File: src/bfq_pkg.sv
`timescale 1ns / 1ps
// ----------------------------------------------------------------------------
// bfq_pkg: shared types and constants
// Command and status bundles between the controller and the datapath,
// plus the IEEE single-precision field constants.
// ----------------------------------------------------------------------------
package bfq_pkg;

   localparam logic [31:0] SIGN_FIELD = 32'h8000_0000;
   localparam logic [31:0] EXP_FIELD  = 32'h7f80_0000;
   localparam logic [22:0] FRAC_FIELD = 23'h7f_ffff;
   localparam logic [23:0] HALF_ROUND = 24'h40_0000;
   localparam logic [23:0] HIDDEN_ONE = 24'h80_0000;

   localparam logic [4:0] MB_RESET = 5'd8;
   localparam logic [4:0] MB_MIN   = 5'd1;
   localparam logic [4:0] MB_MAX   = 5'd23;
   localparam logic [4:0] FRAC_W   = 5'd23;
   localparam logic [4:0] MASK_TOP = 5'd24;

   localparam logic [7:0] EXP_INF = 8'hff;

   // result class decided in the align stage
   localparam logic [1:0] KIND_PACKED  = 2'd0;
   localparam logic [1:0] KIND_SPECIAL = 2'd1;
   localparam logic [1:0] KIND_ZERO    = 2'd2;
   localparam logic [1:0] KIND_NORM    = 2'd3;

   typedef struct packed {
      logic load;
      logic flush_start;
      logic rd_en;
      logic rd_last;
   } bfq_cmd_type;

   typedef struct packed {
      logic pipe_busy;
   } bfq_status_type;

endpackage

File: src/bfq_ctrl.sv
`timescale 1ns / 1ps
// ----------------------------------------------------------------------------
// bfq_ctrl: block sequencer
// Takes words while idle, decides when a block closes and then walks the
// store in arrival order, one read per cycle, until the pipeline drains.
// ----------------------------------------------------------------------------
module bfq_ctrl #(
   parameter int MAX_BLOCK = 64,
   parameter int COUNT_W   = 7,
   parameter int ADDR_W    = 6
) (
   input  logic                    clock,
   input  logic                    reset,
   input  logic                    start,
   input  logic                    req_block_end,
   input  logic [COUNT_W-1:0]      fill_count,
   input  bfq_pkg::bfq_status_type status,
   output bfq_pkg::bfq_cmd_type    cmd,
   output logic [ADDR_W-1:0]       rd_addr,
   output logic                    busy
);
   import bfq_pkg::*;

   localparam logic [1:0] ST_IDLE  = 2'd0;
   localparam logic [1:0] ST_FLUSH = 2'd1;
   localparam logic [1:0] ST_DRAIN = 2'd2;

   logic [1:0]         state_ff, state_in;
   logic [COUNT_W-1:0] idx_ff, idx_in;
   logic [COUNT_W-1:0] last_idx_ff, last_idx_in;
   logic               closes;

   assign closes = req_block_end || (fill_count == COUNT_W'(MAX_BLOCK - 1));

   always_comb begin
      state_in    = state_ff;
      idx_in      = idx_ff;
      last_idx_in = last_idx_ff;
      cmd         = '0;
      case (state_ff)
         ST_IDLE: begin
            if (start) begin
               cmd.load = 1'b1;
               if (closes) begin
                  cmd.flush_start = 1'b1;
                  last_idx_in     = fill_count;
                  idx_in          = '0;
                  state_in        = ST_FLUSH;
               end
            end
         end
         ST_FLUSH: begin
            cmd.rd_en   = 1'b1;
            cmd.rd_last = (idx_ff == last_idx_ff);
            idx_in      = idx_ff + COUNT_W'(1);
            if (cmd.rd_last) begin
               state_in = ST_DRAIN;
            end
         end
         ST_DRAIN: begin
            if (!status.pipe_busy) begin
               state_in = ST_IDLE;
            end
         end
         default: begin
            state_in = ST_IDLE;
         end
      endcase
   end

   assign rd_addr = idx_ff[ADDR_W-1:0];
   assign busy    = (state_ff != ST_IDLE);

   always_ff @(posedge clock) begin
      if (reset) begin
         state_ff <= ST_IDLE;
      end else begin
         state_ff <= state_in;
      end
      idx_ff      <= idx_in;
      last_idx_ff <= last_idx_in;
   end

   // the read walk never runs past the words actually stored
   assert property (@(posedge clock) disable iff (reset)
      (state_ff == ST_FLUSH) |-> (idx_ff <= last_idx_ff))
      else $error("bfq_ctrl: read index beyond block length");

   // a block close always hands over to the read walk
   assert property (@(posedge clock) disable iff (reset)
      cmd.flush_start |=> (state_ff == ST_FLUSH) && (idx_ff == '0))
      else $error("bfq_ctrl: flush did not start at entry zero");

   // after the last read the sequencer waits for the pipeline
   assert property (@(posedge clock) disable iff (reset)
      cmd.rd_last |=> (state_ff == ST_DRAIN) && status.pipe_busy)
      else $error("bfq_ctrl: drain entered without data in flight");

endmodule

File: src/bfq_datapath.sv
`timescale 1ns / 1ps
// ----------------------------------------------------------------------------
// bfq_datapath: block store and requantizer pipeline
// Holds the block words and the running max exponent; a read stage, an
// align/round stage and a normalize stage produce the output beats.
// ----------------------------------------------------------------------------
module bfq_datapath #(
   parameter int MAX_BLOCK = 64,
   parameter int COUNT_W   = 7,
   parameter int ADDR_W    = 6
) (
   input  logic                    clock,
   input  logic                    reset,
   input  bfq_pkg::bfq_cmd_type    cmd,
   input  logic [ADDR_W-1:0]       rd_addr,
   input  logic [31:0]             req_value_bits,
   input  logic [4:0]              mantissa_bits,
   output logic [COUNT_W-1:0]      fill_count,
   output bfq_pkg::bfq_status_type status,
   output logic                    rsp_valid,
   output logic [31:0]             rsp_quantized_bits,
   output logic                    rsp_last
);
   import bfq_pkg::*;

   function automatic logic [4:0] msb_pos(input logic [22:0] v);
      logic [4:0] p;
      p = '0;
      for (int i = 0; i < 23; i++) begin
         if (v[i]) begin
            p = 5'(i);
         end
      end
      return p;
   endfunction

   // ---------------- block store and bookkeeping ----------------
   logic [31:0]        store [MAX_BLOCK];
   logic [COUNT_W-1:0] count_ff, count_in;
   logic [7:0]         max_exp_ff, max_exp_in;
   logic [7:0]         shared_exp_ff;
   logic [7:0]         in_exp;
   logic [7:0]         max_next;

   assign in_exp   = req_value_bits[30:23];
   assign max_next = (in_exp > max_exp_ff) ? in_exp : max_exp_ff;

   always_comb begin
      count_in   = count_ff;
      max_exp_in = max_exp_ff;
      if (cmd.load) begin
         count_in   = cmd.flush_start ? '0 : count_ff + COUNT_W'(1);
         max_exp_in = cmd.flush_start ? '0 : max_next;
      end
   end

   always_ff @(posedge clock) begin
      if (reset) begin
         count_ff   <= '0;
         max_exp_ff <= '0;
      end else begin
         count_ff   <= count_in;
         max_exp_ff <= max_exp_in;
      end
      if (cmd.flush_start) begin
         shared_exp_ff <= max_next;
      end
   end

   always_ff @(posedge clock) begin
      if (cmd.load) begin
         store[count_ff[ADDR_W-1:0]] <= req_value_bits;
      end
   end

   assign fill_count = count_ff;

   // ---------------- read stage ----------------
   logic        rd_valid_ff, rd_last_ff;
   logic [31:0] rd_data_ff;

   always_ff @(posedge clock) begin
      if (reset) begin
         rd_valid_ff <= 1'b0;
      end else begin
         rd_valid_ff <= cmd.rd_en;
      end
      rd_last_ff <= cmd.rd_last;
      if (cmd.rd_en) begin
         rd_data_ff <= store[rd_addr];
      end
   end

   // ---------------- align / round stage ----------------
   logic [7:0]  w_exp, shift;
   logic [23:0] aligned, rnd, keep_mask;
   logic [24:0] m_sum;
   logic [23:0] m_val;
   logic [22:0] tm;
   logic [4:0]  mask_sh;
   logic [1:0]  kind;

   assign w_exp     = rd_data_ff[30:23];
   assign shift     = shared_exp_ff - w_exp;
   assign aligned   = (shift[7:5] != 3'd0) ? '0 :
                      ((HIDDEN_ONE | {1'b0, rd_data_ff[22:0]}) >> shift[4:0]);
   assign rnd       = HALF_ROUND >> (mantissa_bits - MB_MIN);
   assign mask_sh   = MASK_TOP - mantissa_bits;
   assign keep_mask = (({1'b0, FRAC_FIELD}) >> mask_sh) << mask_sh;
   assign m_sum     = {1'b0, aligned} + {1'b0, rnd};
   assign m_val     = m_sum[24] ? aligned : m_sum[23:0];
   assign tm        = m_val[22:0] & keep_mask[22:0];

   always_comb begin
      if (shift == 8'd0 || (shift == 8'd1 && m_val[23])) begin
         kind = KIND_PACKED;
      end else if (shared_exp_ff == EXP_INF) begin
         kind = KIND_SPECIAL;
      end else if (tm == '0) begin
         kind = KIND_ZERO;
      end else begin
         kind = KIND_NORM;
      end
   end

   logic        a_valid_ff, a_last_ff, a_sign_ff;
   logic [7:0]  a_exp_ff;
   logic [22:0] a_tm_ff;
   logic [1:0]  a_kind_ff;

   always_ff @(posedge clock) begin
      if (reset) begin
         a_valid_ff <= 1'b0;
      end else begin
         a_valid_ff <= rd_valid_ff;
      end
      a_last_ff <= rd_last_ff;
      a_sign_ff <= rd_data_ff[31];
      a_exp_ff  <= shared_exp_ff;
      a_tm_ff   <= tm;
      a_kind_ff <= kind;
   end

   assign status.pipe_busy = rd_valid_ff | a_valid_ff;

   // ---------------- normalize stage ----------------
   logic [4:0]  p;
   logic [8:0]  exp_sum;
   logic [7:0]  norm_exp;
   logic [23:0] norm_frac;
   logic [30:0] sub_mag;
   logic [31:0] packed_word;
   logic [31:0] result;

   assign p           = msb_pos(a_tm_ff);
   assign exp_sum     = {1'b0, a_exp_ff} + {4'd0, p};
   assign norm_exp    = 8'(exp_sum - 9'(FRAC_W));
   assign norm_frac   = {1'b0, a_tm_ff} << (FRAC_W - p);
   assign sub_mag     = {8'd0, a_tm_ff} << (a_exp_ff - 8'd1);
   assign packed_word = {a_sign_ff, a_exp_ff, a_tm_ff};

   always_comb begin
      case (a_kind_ff)
         KIND_PACKED:  result = packed_word;
         KIND_SPECIAL: result = packed_word | ((a_tm_ff != '0) ? {8'd0, HALF_ROUND} : '0);
         KIND_ZERO:    result = '0;
         KIND_NORM: begin
            if (exp_sum > 9'(FRAC_W)) begin
               result = {a_sign_ff, norm_exp, norm_frac[22:0]};
            end else begin
               result = {a_sign_ff, sub_mag};
            end
         end
         default:      result = '0;
      endcase
   end

   logic        out_valid_ff, out_last_ff;
   logic [31:0] out_bits_ff;

   always_ff @(posedge clock) begin
      if (reset) begin
         out_valid_ff <= 1'b0;
      end else begin
         out_valid_ff <= a_valid_ff;
      end
      out_last_ff <= a_last_ff;
      out_bits_ff <= result;
   end

   assign rsp_valid          = out_valid_ff;
   assign rsp_last           = out_valid_ff & out_last_ff;
   assign rsp_quantized_bits = out_bits_ff;

   // store writes and reads never collide
   assert property (@(posedge clock) disable iff (reset)
      !(cmd.load && cmd.rd_en))
      else $error("bfq_datapath: load during flush read");

   // fill count stays inside the store
   assert property (@(posedge clock) disable iff (reset)
      count_ff <= COUNT_W'(MAX_BLOCK - 1))
      else $error("bfq_datapath: fill count out of range");

   // a closed block leaves an empty store and cleared exponent tracker
   assert property (@(posedge clock) disable iff (reset)
      cmd.flush_start |=> (count_ff == '0) && (max_exp_ff == '0))
      else $error("bfq_datapath: block state not cleared on flush");

endmodule

File: src/block_float_quantizer_top.sv
`timescale 1ns / 1ps
// ----------------------------------------------------------------------------
// block_float_quantizer_top: block floating-point requantizer
// Collects single-precision words of one channel block and replays them
// quantized against the block's largest exponent.
// ----------------------------------------------------------------------------
// Usage:
//  - Input: drive req_value_bits / req_block_end and raise start; a beat is
//    taken on a clock edge with start high and busy low. A word that does
//    not close the block leaves busy low.
//  - A block closes on req_block_end or when MAX_BLOCK words are held. Busy
//    then rises and the store is read back one word per cycle.
//  - Output: each quantized word shows on rsp_quantized_bits for one cycle
//    with rsp_valid; rsp_last marks the final word. After the first result
//    the rest follow one per cycle; busy drops once the last result is out.
//    Words go in and come out through the single-port block store one at a
//    time.
//  - The receiver cannot stall; results are never held.
//  - csr_we / csr_wdata write mantissa_bits (reset 8) while the block is
//    idle (user's duty, not enforced); 0 acts as 1, values above 23 as 23.
//  - Reset (synchronous) empties the block and clears the max exponent.
// ----------------------------------------------------------------------------
module block_float_quantizer_top #(
   parameter int MAX_BLOCK = 64
) (
   input  logic        clock,
   input  logic        reset,
   input  logic        start,
   output logic        busy,
   input  logic [31:0] req_value_bits,
   input  logic        req_block_end,
   output logic        rsp_valid,
   output logic [31:0] rsp_quantized_bits,
   output logic        rsp_last,
   input  logic        csr_we,
   input  logic [4:0]  csr_wdata
);
   import bfq_pkg::*;

   // fill count must hold MAX_BLOCK - 1; address needs at least one bit
   localparam int COUNT_W = (MAX_BLOCK > 1) ? $clog2(MAX_BLOCK) : 1;
   localparam int ADDR_W  = COUNT_W;

   // mantissa width register, clamped into the legal range on use
   logic [4:0] mantissa_bits_ff, mantissa_bits_in;
   logic [4:0] mb_eff;

   assign mantissa_bits_in = csr_we ? csr_wdata : mantissa_bits_ff;

   always_ff @(posedge clock) begin
      if (reset) begin
         mantissa_bits_ff <= MB_RESET;
      end else begin
         mantissa_bits_ff <= mantissa_bits_in;
      end
   end

   assign mb_eff = (mantissa_bits_ff < MB_MIN) ? MB_MIN :
                   (mantissa_bits_ff > MB_MAX) ? MB_MAX : mantissa_bits_ff;

   bfq_cmd_type        cmd;
   bfq_status_type     status;
   logic [ADDR_W-1:0]  rd_addr;
   logic [COUNT_W-1:0] fill_count;

   bfq_ctrl #(
      .MAX_BLOCK (MAX_BLOCK),
      .COUNT_W   (COUNT_W),
      .ADDR_W    (ADDR_W)
   ) u_ctrl (
      .clock         (clock),
      .reset         (reset),
      .start         (start),
      .req_block_end (req_block_end),
      .fill_count    (fill_count),
      .status        (status),
      .cmd           (cmd),
      .rd_addr       (rd_addr),
      .busy          (busy)
   );

   bfq_datapath #(
      .MAX_BLOCK (MAX_BLOCK),
      .COUNT_W   (COUNT_W),
      .ADDR_W    (ADDR_W)
   ) u_datapath (
      .clock              (clock),
      .reset              (reset),
      .cmd                (cmd),
      .rd_addr            (rd_addr),
      .req_value_bits     (req_value_bits),
      .mantissa_bits      (mb_eff),
      .fill_count         (fill_count),
      .status             (status),
      .rsp_valid          (rsp_valid),
      .rsp_quantized_bits (rsp_quantized_bits),
      .rsp_last           (rsp_last)
   );

endmodule
File: config.mk
export PLATFORM = sky130hd
export DESIGN_NAME = block_float_quantizer_top
export DESIGN_NICKNAME = d
export VERILOG_FILES = /design/src/bfq_pkg.sv /design/src/bfq_ctrl.sv /design/src/bfq_datapath.sv /design/src/block_float_quantizer_top.sv
export SDC_FILE = /design/constraint.sdc
export NUM_CORES = 2
export LEC_CHECK = 0
export BUFFER_PORTS_ARGS = -buffer_cell sky130_fd_sc_hd__buf_2
export CORE_MARGIN = 1
export CORE_UTILIZATION = 46
export CTS_CLUSTER_SIZE = 12
export DETAILED_ROUTE_END_ITERATION = 10
export GPL_TIMING_DRIVEN = 0
export PLACE_DENSITY = 0.7
export SLEW_MARGIN = 30
export SYNTH_ARGS = -nofsm -noshare
export SYNTH_HDL_FRONTEND = slang
export SYNTH_SLANG_ARGS = --single-unit
File: constraint.sdc
create_clock -name clock -period 8.64 [get_ports clock]
set_clock_uncertainty 0.1 [all_clocks]
set_input_delay 0.864 -clock clock [delete_from_list [all_inputs] [get_ports clock]]
set_output_delay 0.864 -clock clock [all_outputs]
set_load 0.005 [all_outputs]
Word level (Yosys, flattened, before mapping)
Memories as Yosys holds them, arrays and structs flattened. A register that Yosys moved wholly into a read port is not among the register bits. Cells that the tools add are included.

Reduce and logical (&&, ||, !) cells: 15. Add/sub/neg operators: 10. Equal/unequal tests: 13. Shift operators: 6. Bitwise gates (word level): 4. Muxes and demuxes: 48. $lt $le $gt $ge: 4.

Operator list (count): 32-bit one-hot mux with 4 select lines (1); 24-bit 2-to-1 mux (2); 23-bit by 5-bit >> shifter with 24-bit output, first input constant (2); 5-bit 2-to-1 mux (9); 4-bit 2-to-1 mux (8); 32-bit by 23-bit bitwise OR with 32-bit output (1); 31-bit 2-to-1 mux (1); 23-bit by 8-bit << shifter with 31-bit output (1); 24-bit by 24-bit adder with 25-bit output (1); 24-bit by 5-bit << shifter with 23-bit output (1); 24-bit by 5-bit >> shifter with 24-bit output (1); 23-bit AND (1); 23-bit logical NOT (1); 23-bit 2-to-1 mux (1); 23-bit nonzero test (1); 23-bit by 5-bit << shifter with 23-bit output (1); 2-bit 2-to-1 mux (9); 6-bit 2-to-1 mux (3); 8-bit 2-to-1 mux (2); 6-bit by 1-bit adder with 6-bit output, second input constant (2); 3-bit 2-to-1 mux (4); 6-bit one-hot mux with 2 select lines (1); 5-bit subtractor, first input constant (2); 8-bit by 5-bit adder with 9-bit output (1); other kinds (29) (43).

Bits in registers: 113. Memories: 1. RAM bits: 2048. Input bits: 42.

Memory list: u_datapath.store (words 64, width 32, rd ports 1, clocked after memory_dff 1, write ports 1, RTL line bfq_datapath.sv:38) `logic [31:0] store [MAX_BLOCK];`.

Depth between registers and ports, before layout
Depth in word-level cells: 26. Depth in mapped cells: 27. Gate-level depth less buffers: 23.

Cells and area by module
Synthesis repeated with hierarchy kept, for this count alone.

Cells, all modules: 4451. Area total of the unflattened synthesis: 89513.4 sq um.

By module, submodules not included: bfq_datapath (cells each 4373, instances 1, area an instance 88617.5 sq um); bfq_ctrl (cells each 56, instances 1, area an instance 664.4 sq um); block_float_quantizer_top (cells each 22, instances 1, area an instance 231.5 sq um).

Worst setup path before layout
No wires, ideal clock.

Path type: register -> register. Start point: register u_datapath.shared_exp_ff[0]. End point: register u_datapath.a_kind_ff[0]. Setup slack: 2.372 ns. Arrival: 6.017 ns. Stages on the path, launching flop included: 24. Required time: 8.389 ns. Library setup time: 0.151 ns. Path buffers: 3. Clock period less this slack: 6.268 ns. Path through: edfxtp_1 inv_1 ha_1 inv_1 fa_1 clkbuf_1 clkbuf_1 buf_1 mux4_2 mux2_2 o221ai_1 o211ai_1 nor2b_1 ha_1 nor2b_1 o31a_1 o211ai_1 nand3b_1 a21boi_1 nor2_8 mux2_2 or4b_1 nor4_1 a41oi_1.

Longest elaborated chain between the ends: 9. Elaborated cells between the ends (all ways): 15.

Ends and longest elaborated chain: start: declaration (RTL line bfq_datapath.sv:41) `logic [7:0] shared_exp_ff;`; start signal: assignment (RTL line bfq_datapath.sv:66) `shared_exp_ff <= max_next;`; 8-bit subtractor * (RTL line bfq_datapath.sv:104) `assign shift = shared_exp_ff - w_exp;`; 24-bit by 5-bit >> shifter with 24-bit output or 3-bit nonzero test (tied branches) (RTL line bfq_datapath.sv:106, bfq_datapath.sv:105); 24-bit 2-to-1 mux * (RTL line bfq_datapath.sv:105) `assign aligned = (shift[7:5] != 3'd0) ? '0 :`; 24-bit by 24-bit adder with 25-bit output (RTL line bfq_datapath.sv:110) `assign m_sum = {1'b0, aligned} + {1'b0, rnd};`; 24-bit 2-to-1 mux * (RTL line bfq_datapath.sv:111) `assign m_val = m_sum[24] ? aligned : m_sum[23:0];`; 23-bit AND * (RTL line bfq_datapath.sv:112) `assign tm = m_val[22:0] & keep_mask[22:0];`; via u_datapath.tm[10] (RTL line bfq_datapath.sv:99) `logic [22:0] tm;`; 23-bit logical NOT * (RTL line bfq_datapath.sv:119) `end else if (tm == '0) begin`; 1-bit 2-to-1 mux * (RTL line bfq_datapath.sv:119); 1-bit 2-to-1 mux * (RTL line bfq_datapath.sv:117) `end else if (shared_exp_ff == EXP_INF) begin`; end signal: assignment (RTL line bfq_datapath.sv:141) `a_kind_ff <= kind;`; end: declaration (RTL line bfq_datapath.sv:129) `logic [1:0] a_kind_ff;`.

Mark *: on every way through the listed nets, which the timed path passes. The rest lies on a longest branch. A chain may end at the register's enable or synchronous reset.

Final worst setup path
Ends and elaborated chain as after synthesis.

==> impl_metrics.yaml <==
status:
  status: "completed"
logic_synthesis:
  netlist_area_um2: 89500
  syn_inst: 4450
  yosys_warnings: 0
  synth.distinct_cells: 76
  yosys_most_used_dff: "edfxtp_1"
  yosysSeqAreaShare_pct: 72.5
  syn_avg_cell_area_um2: 20.1
  ys_ff_latch: 2193
  synthArstFlopShare_pct: 0
  synth_edf_count: 2100
  synth_nets: 4549
clock_tree:
  cts_sinks: 2193
  htreeDepth: 4
  clk_path_buf_depth: 3
  tritoncts: "done"
  worstSkewPairLatency_ps: 880
  cts_root_buffer: "clkbuf_16"
  path_clk_slew_ps: 60
  numCtsBuffers: 218
critical_path:
  path_depth: 27
  reg2reg_depth: 27
  r2r_slack_ps: 560
  path_common_cell: "clkbuf_1"
  critPathRequiredTime_ps: 9200
  crit_type: "reg -> reg"
  critical_path.max_fanout: 10
  cpMaxStageDelayCell: "fa_1"
  crit_family: "buffers and inverters"
  worst-path-buf-inv: 8
  r2r-end: "u_datapath.a_kind_ff[0]$_SDFF_PP0_"
  crit_end: "u_datapath.a_kind_ff[0]$_SDFF_PP0_"
  start_kind: "flip-flop"
  crit_path_start: "u_datapath.shared_exp_ff[0]$_DFFE_PP_"
  max_stage_delay_ps: 560
  rr_startpoint: "u_datapath.shared_exp_ff[0]$_DFFE_PP_"
  cp.arrival_ps: 8640
  cp-end-kind: "flip-flop"
global_routing:
  grt_max_degree: 67
  track_usage_pct: 25.8
  grt_pass1_vias: 47815
  overflow: 0
  antenna_found_initial: 23
  grt_pass1_wl_um: 358000
run:
  drv_cap: 0
pwr:
  cellLeakagePower_nw: 32.5
  powerDensity_nw_per_um2: 231
  irDropWorstVdd_mv: 0.190
die:
  die_h_um: 443
  core_um2: 193000
  io_pins: 77
  row_count: 161
  start_util_pct: 46.4
  design.die.area_um2: 196000
  die_x_um: 443
place:
  place_area_um2: 96700
  place_inst: 7163
  gp_congestion: 0.915
  dpl.hpwl_um: 171000
  place_ws_ps: 300
  place.port_buffers: 74
detailed_routing:
  wl_um: 254000
  drt_iter0_drc: 6348
  via_per_inst: 6.38
  ant_nets: 0
  dr.pass1.iters: 6
  drc: 0
  num_vias: 48002
  routedWlPerCell_um: 33.8
cells_and_area:
  final_common_cell: "edfxtp_1"
  instances_no_fill: 7527
  final_area_um2: 103000
  fin_nets: 4957
  final_layout_size_suffix_gt1_share_pct: 27.1
  layout_common_cells: "2100 x edfxtp_1, 699 x mux4_2, 221 x clkbuf_16, 215 x clkbuf_1, 166 x nor2_1"
  syn_to_final_growth_pct: 15.3
timing:
  setup_ws_ps: 561
  min_period_ps: 8080
  maxSlewViolCount: 0
  hold_viol_final: 0
  tightest_slew_ps: 1070
  period_share_pct: 93.5
  setup_violations: 0
  rsz0062_at_grt: "false"
  fin_tns_setup_ps: 0
  max_freq_ghz: 0.124
  slew_headroom_pct: 28.3
worst_hold_path:
  worstHoldPathType: "reg -> reg"
-- stage by stage --
stage	hold slack (ps)	util [%]	power, mW
final	232	53.5	23.8
after global routing	247	53.5	24.4
after CTS	231	53.4	23.8
after detailed placement	218	50.1	15.2
after global placement	212	48.2	15.2
after floorplan	210	-	13.9
-- registers in the layout, summed over array words and instances, names as in the netlist, 2 cells and up --
name and count:
mantissa_bits_ff 5, u_ctrl.last_idx_ff 6, u_ctrl.rd_addr 6, u_ctrl.state_ff 2, u_datapath.a_exp_ff 8, u_datapath.a_kind_ff 2
u_datapath.a_tm_ff 23, u_datapath.fill_count 6, u_datapath.max_exp_ff 8, u_datapath.rd_data_ff 32, u_datapath.rsp_quantized_bits 32, u_datapath.shared_exp_ff 8
u_datapath.store 2048
-- power by group --
group	total (mW)	internal (mW)	leakage [nW]	switching [mW]
combinational	3.24	1.15	9.71	2.10
clock	8.73	4.81	3.11	3.93
sequential	11.8	11.8	19.7	0.0540
total	23.8	17.7	32.5	6.08
-- layout make-up --
| class | count | area, µm² |
|---|---|---|
| Sequential cell | 2193 | 64900 |
| Tap cell | 2526 | 3160 |
| Buffer | 248 | 1050 |
| Antenna cell | 4 | 10.0 |
| Inverter | 80 | 300 |
| Fill cell | 14477 | 89800 |
| Multi-Input combinational cell | 1929 | 23900 |
| Timing Repair Buffer | 188 | 3400 |
| Clock inverter | 63 | 617 |
| Clock buffer | 296 | 5850 |
-- routing by layer --
layer	GRT usage, %	share of wire (%)	wire length (µm)	vias to the layer above
met5	0	0.041	103	-
met4	10.8	4.7	11900	16
met3	5.00	9.4	23800	497
met2	41.9	48	123000	2862
met1	34.2	37	95300	25272
li1	-	-	-	19355
-- worst min-delay path by stage --
stage | depth (start not counted) | to | slack [ps] | startpoint
after floorplan | 0 | u_datapath.a_last_ff$_DFF_P_ | 210 | u_datapath.rd_last_ff$_SDFF_PN0_
after CTS | 0 | u_datapath.out_last_ff$_DFF_P_ | 230 | u_datapath.a_last_ff$_DFF_P_
after detailed placement | 0 | u_datapath.out_last_ff$_DFF_P_ | 220 | u_datapath.a_last_ff$_DFF_P_
after global placement | 0 | u_datapath.out_last_ff$_DFF_P_ | 210 | u_datapath.a_last_ff$_DFF_P_
after global routing | 0 | u_datapath.a_last_ff$_DFF_P_ | 250 | u_datapath.rd_last_ff$_SDFF_PN0_
final | 0 | u_datapath.out_last_ff$_DFF_P_ | 230 | u_datapath.a_last_ff$_DFF_P_
-- synthesized netlist by cell type (all sizes together), types with 23 or more instances --
cell type,instances,area [µm²]
a31oi,23,144
buf,56,223
inv,78,293
o211ai,25,188
dfxtp,93,1860
mux4,699,15700
nor3,32,160
xor2,23,201
nor2b,24,150
mux2i,52,521
ha,54,676
nand3,59,295
a21oi,132,661
mux2,26,293
nand2,130,488
o21ai,103,515
edfxtp,2100,63100
nor2,231,883
xnor2,33,289
o22ai,25,156
clkbuf,192,721
-- cells by family (layout without fill, tap and decap cells) --
logic type / count (synthesis) / after routing / synth area share [%]
flops: 2193 / 2193 / 72.5
mux: 777 / 777 / 18.5
simple gates: 582 / 582 / 2.99
compound gates: 457 / 457 / 3.25
buf+inv: 328 / 875 / 1.39
fa+ha+maj: 57 / 57 / 0.822
xor+xnor: 56 / 56 / 0.548
other cells: 0 / 4 / 0
-- timing repair --
| item | CTS | global route |
|---|---|---|
| hold endpoints to repair | 0 | 0 |
| hold buffers | 0 | 0 |
| setup buffers | 0 | 0 |
| resized for setup | 0 | 2 |
| endpoints found under the setup margin | 0 | 1 |
(Power assumes the default switching activity.)
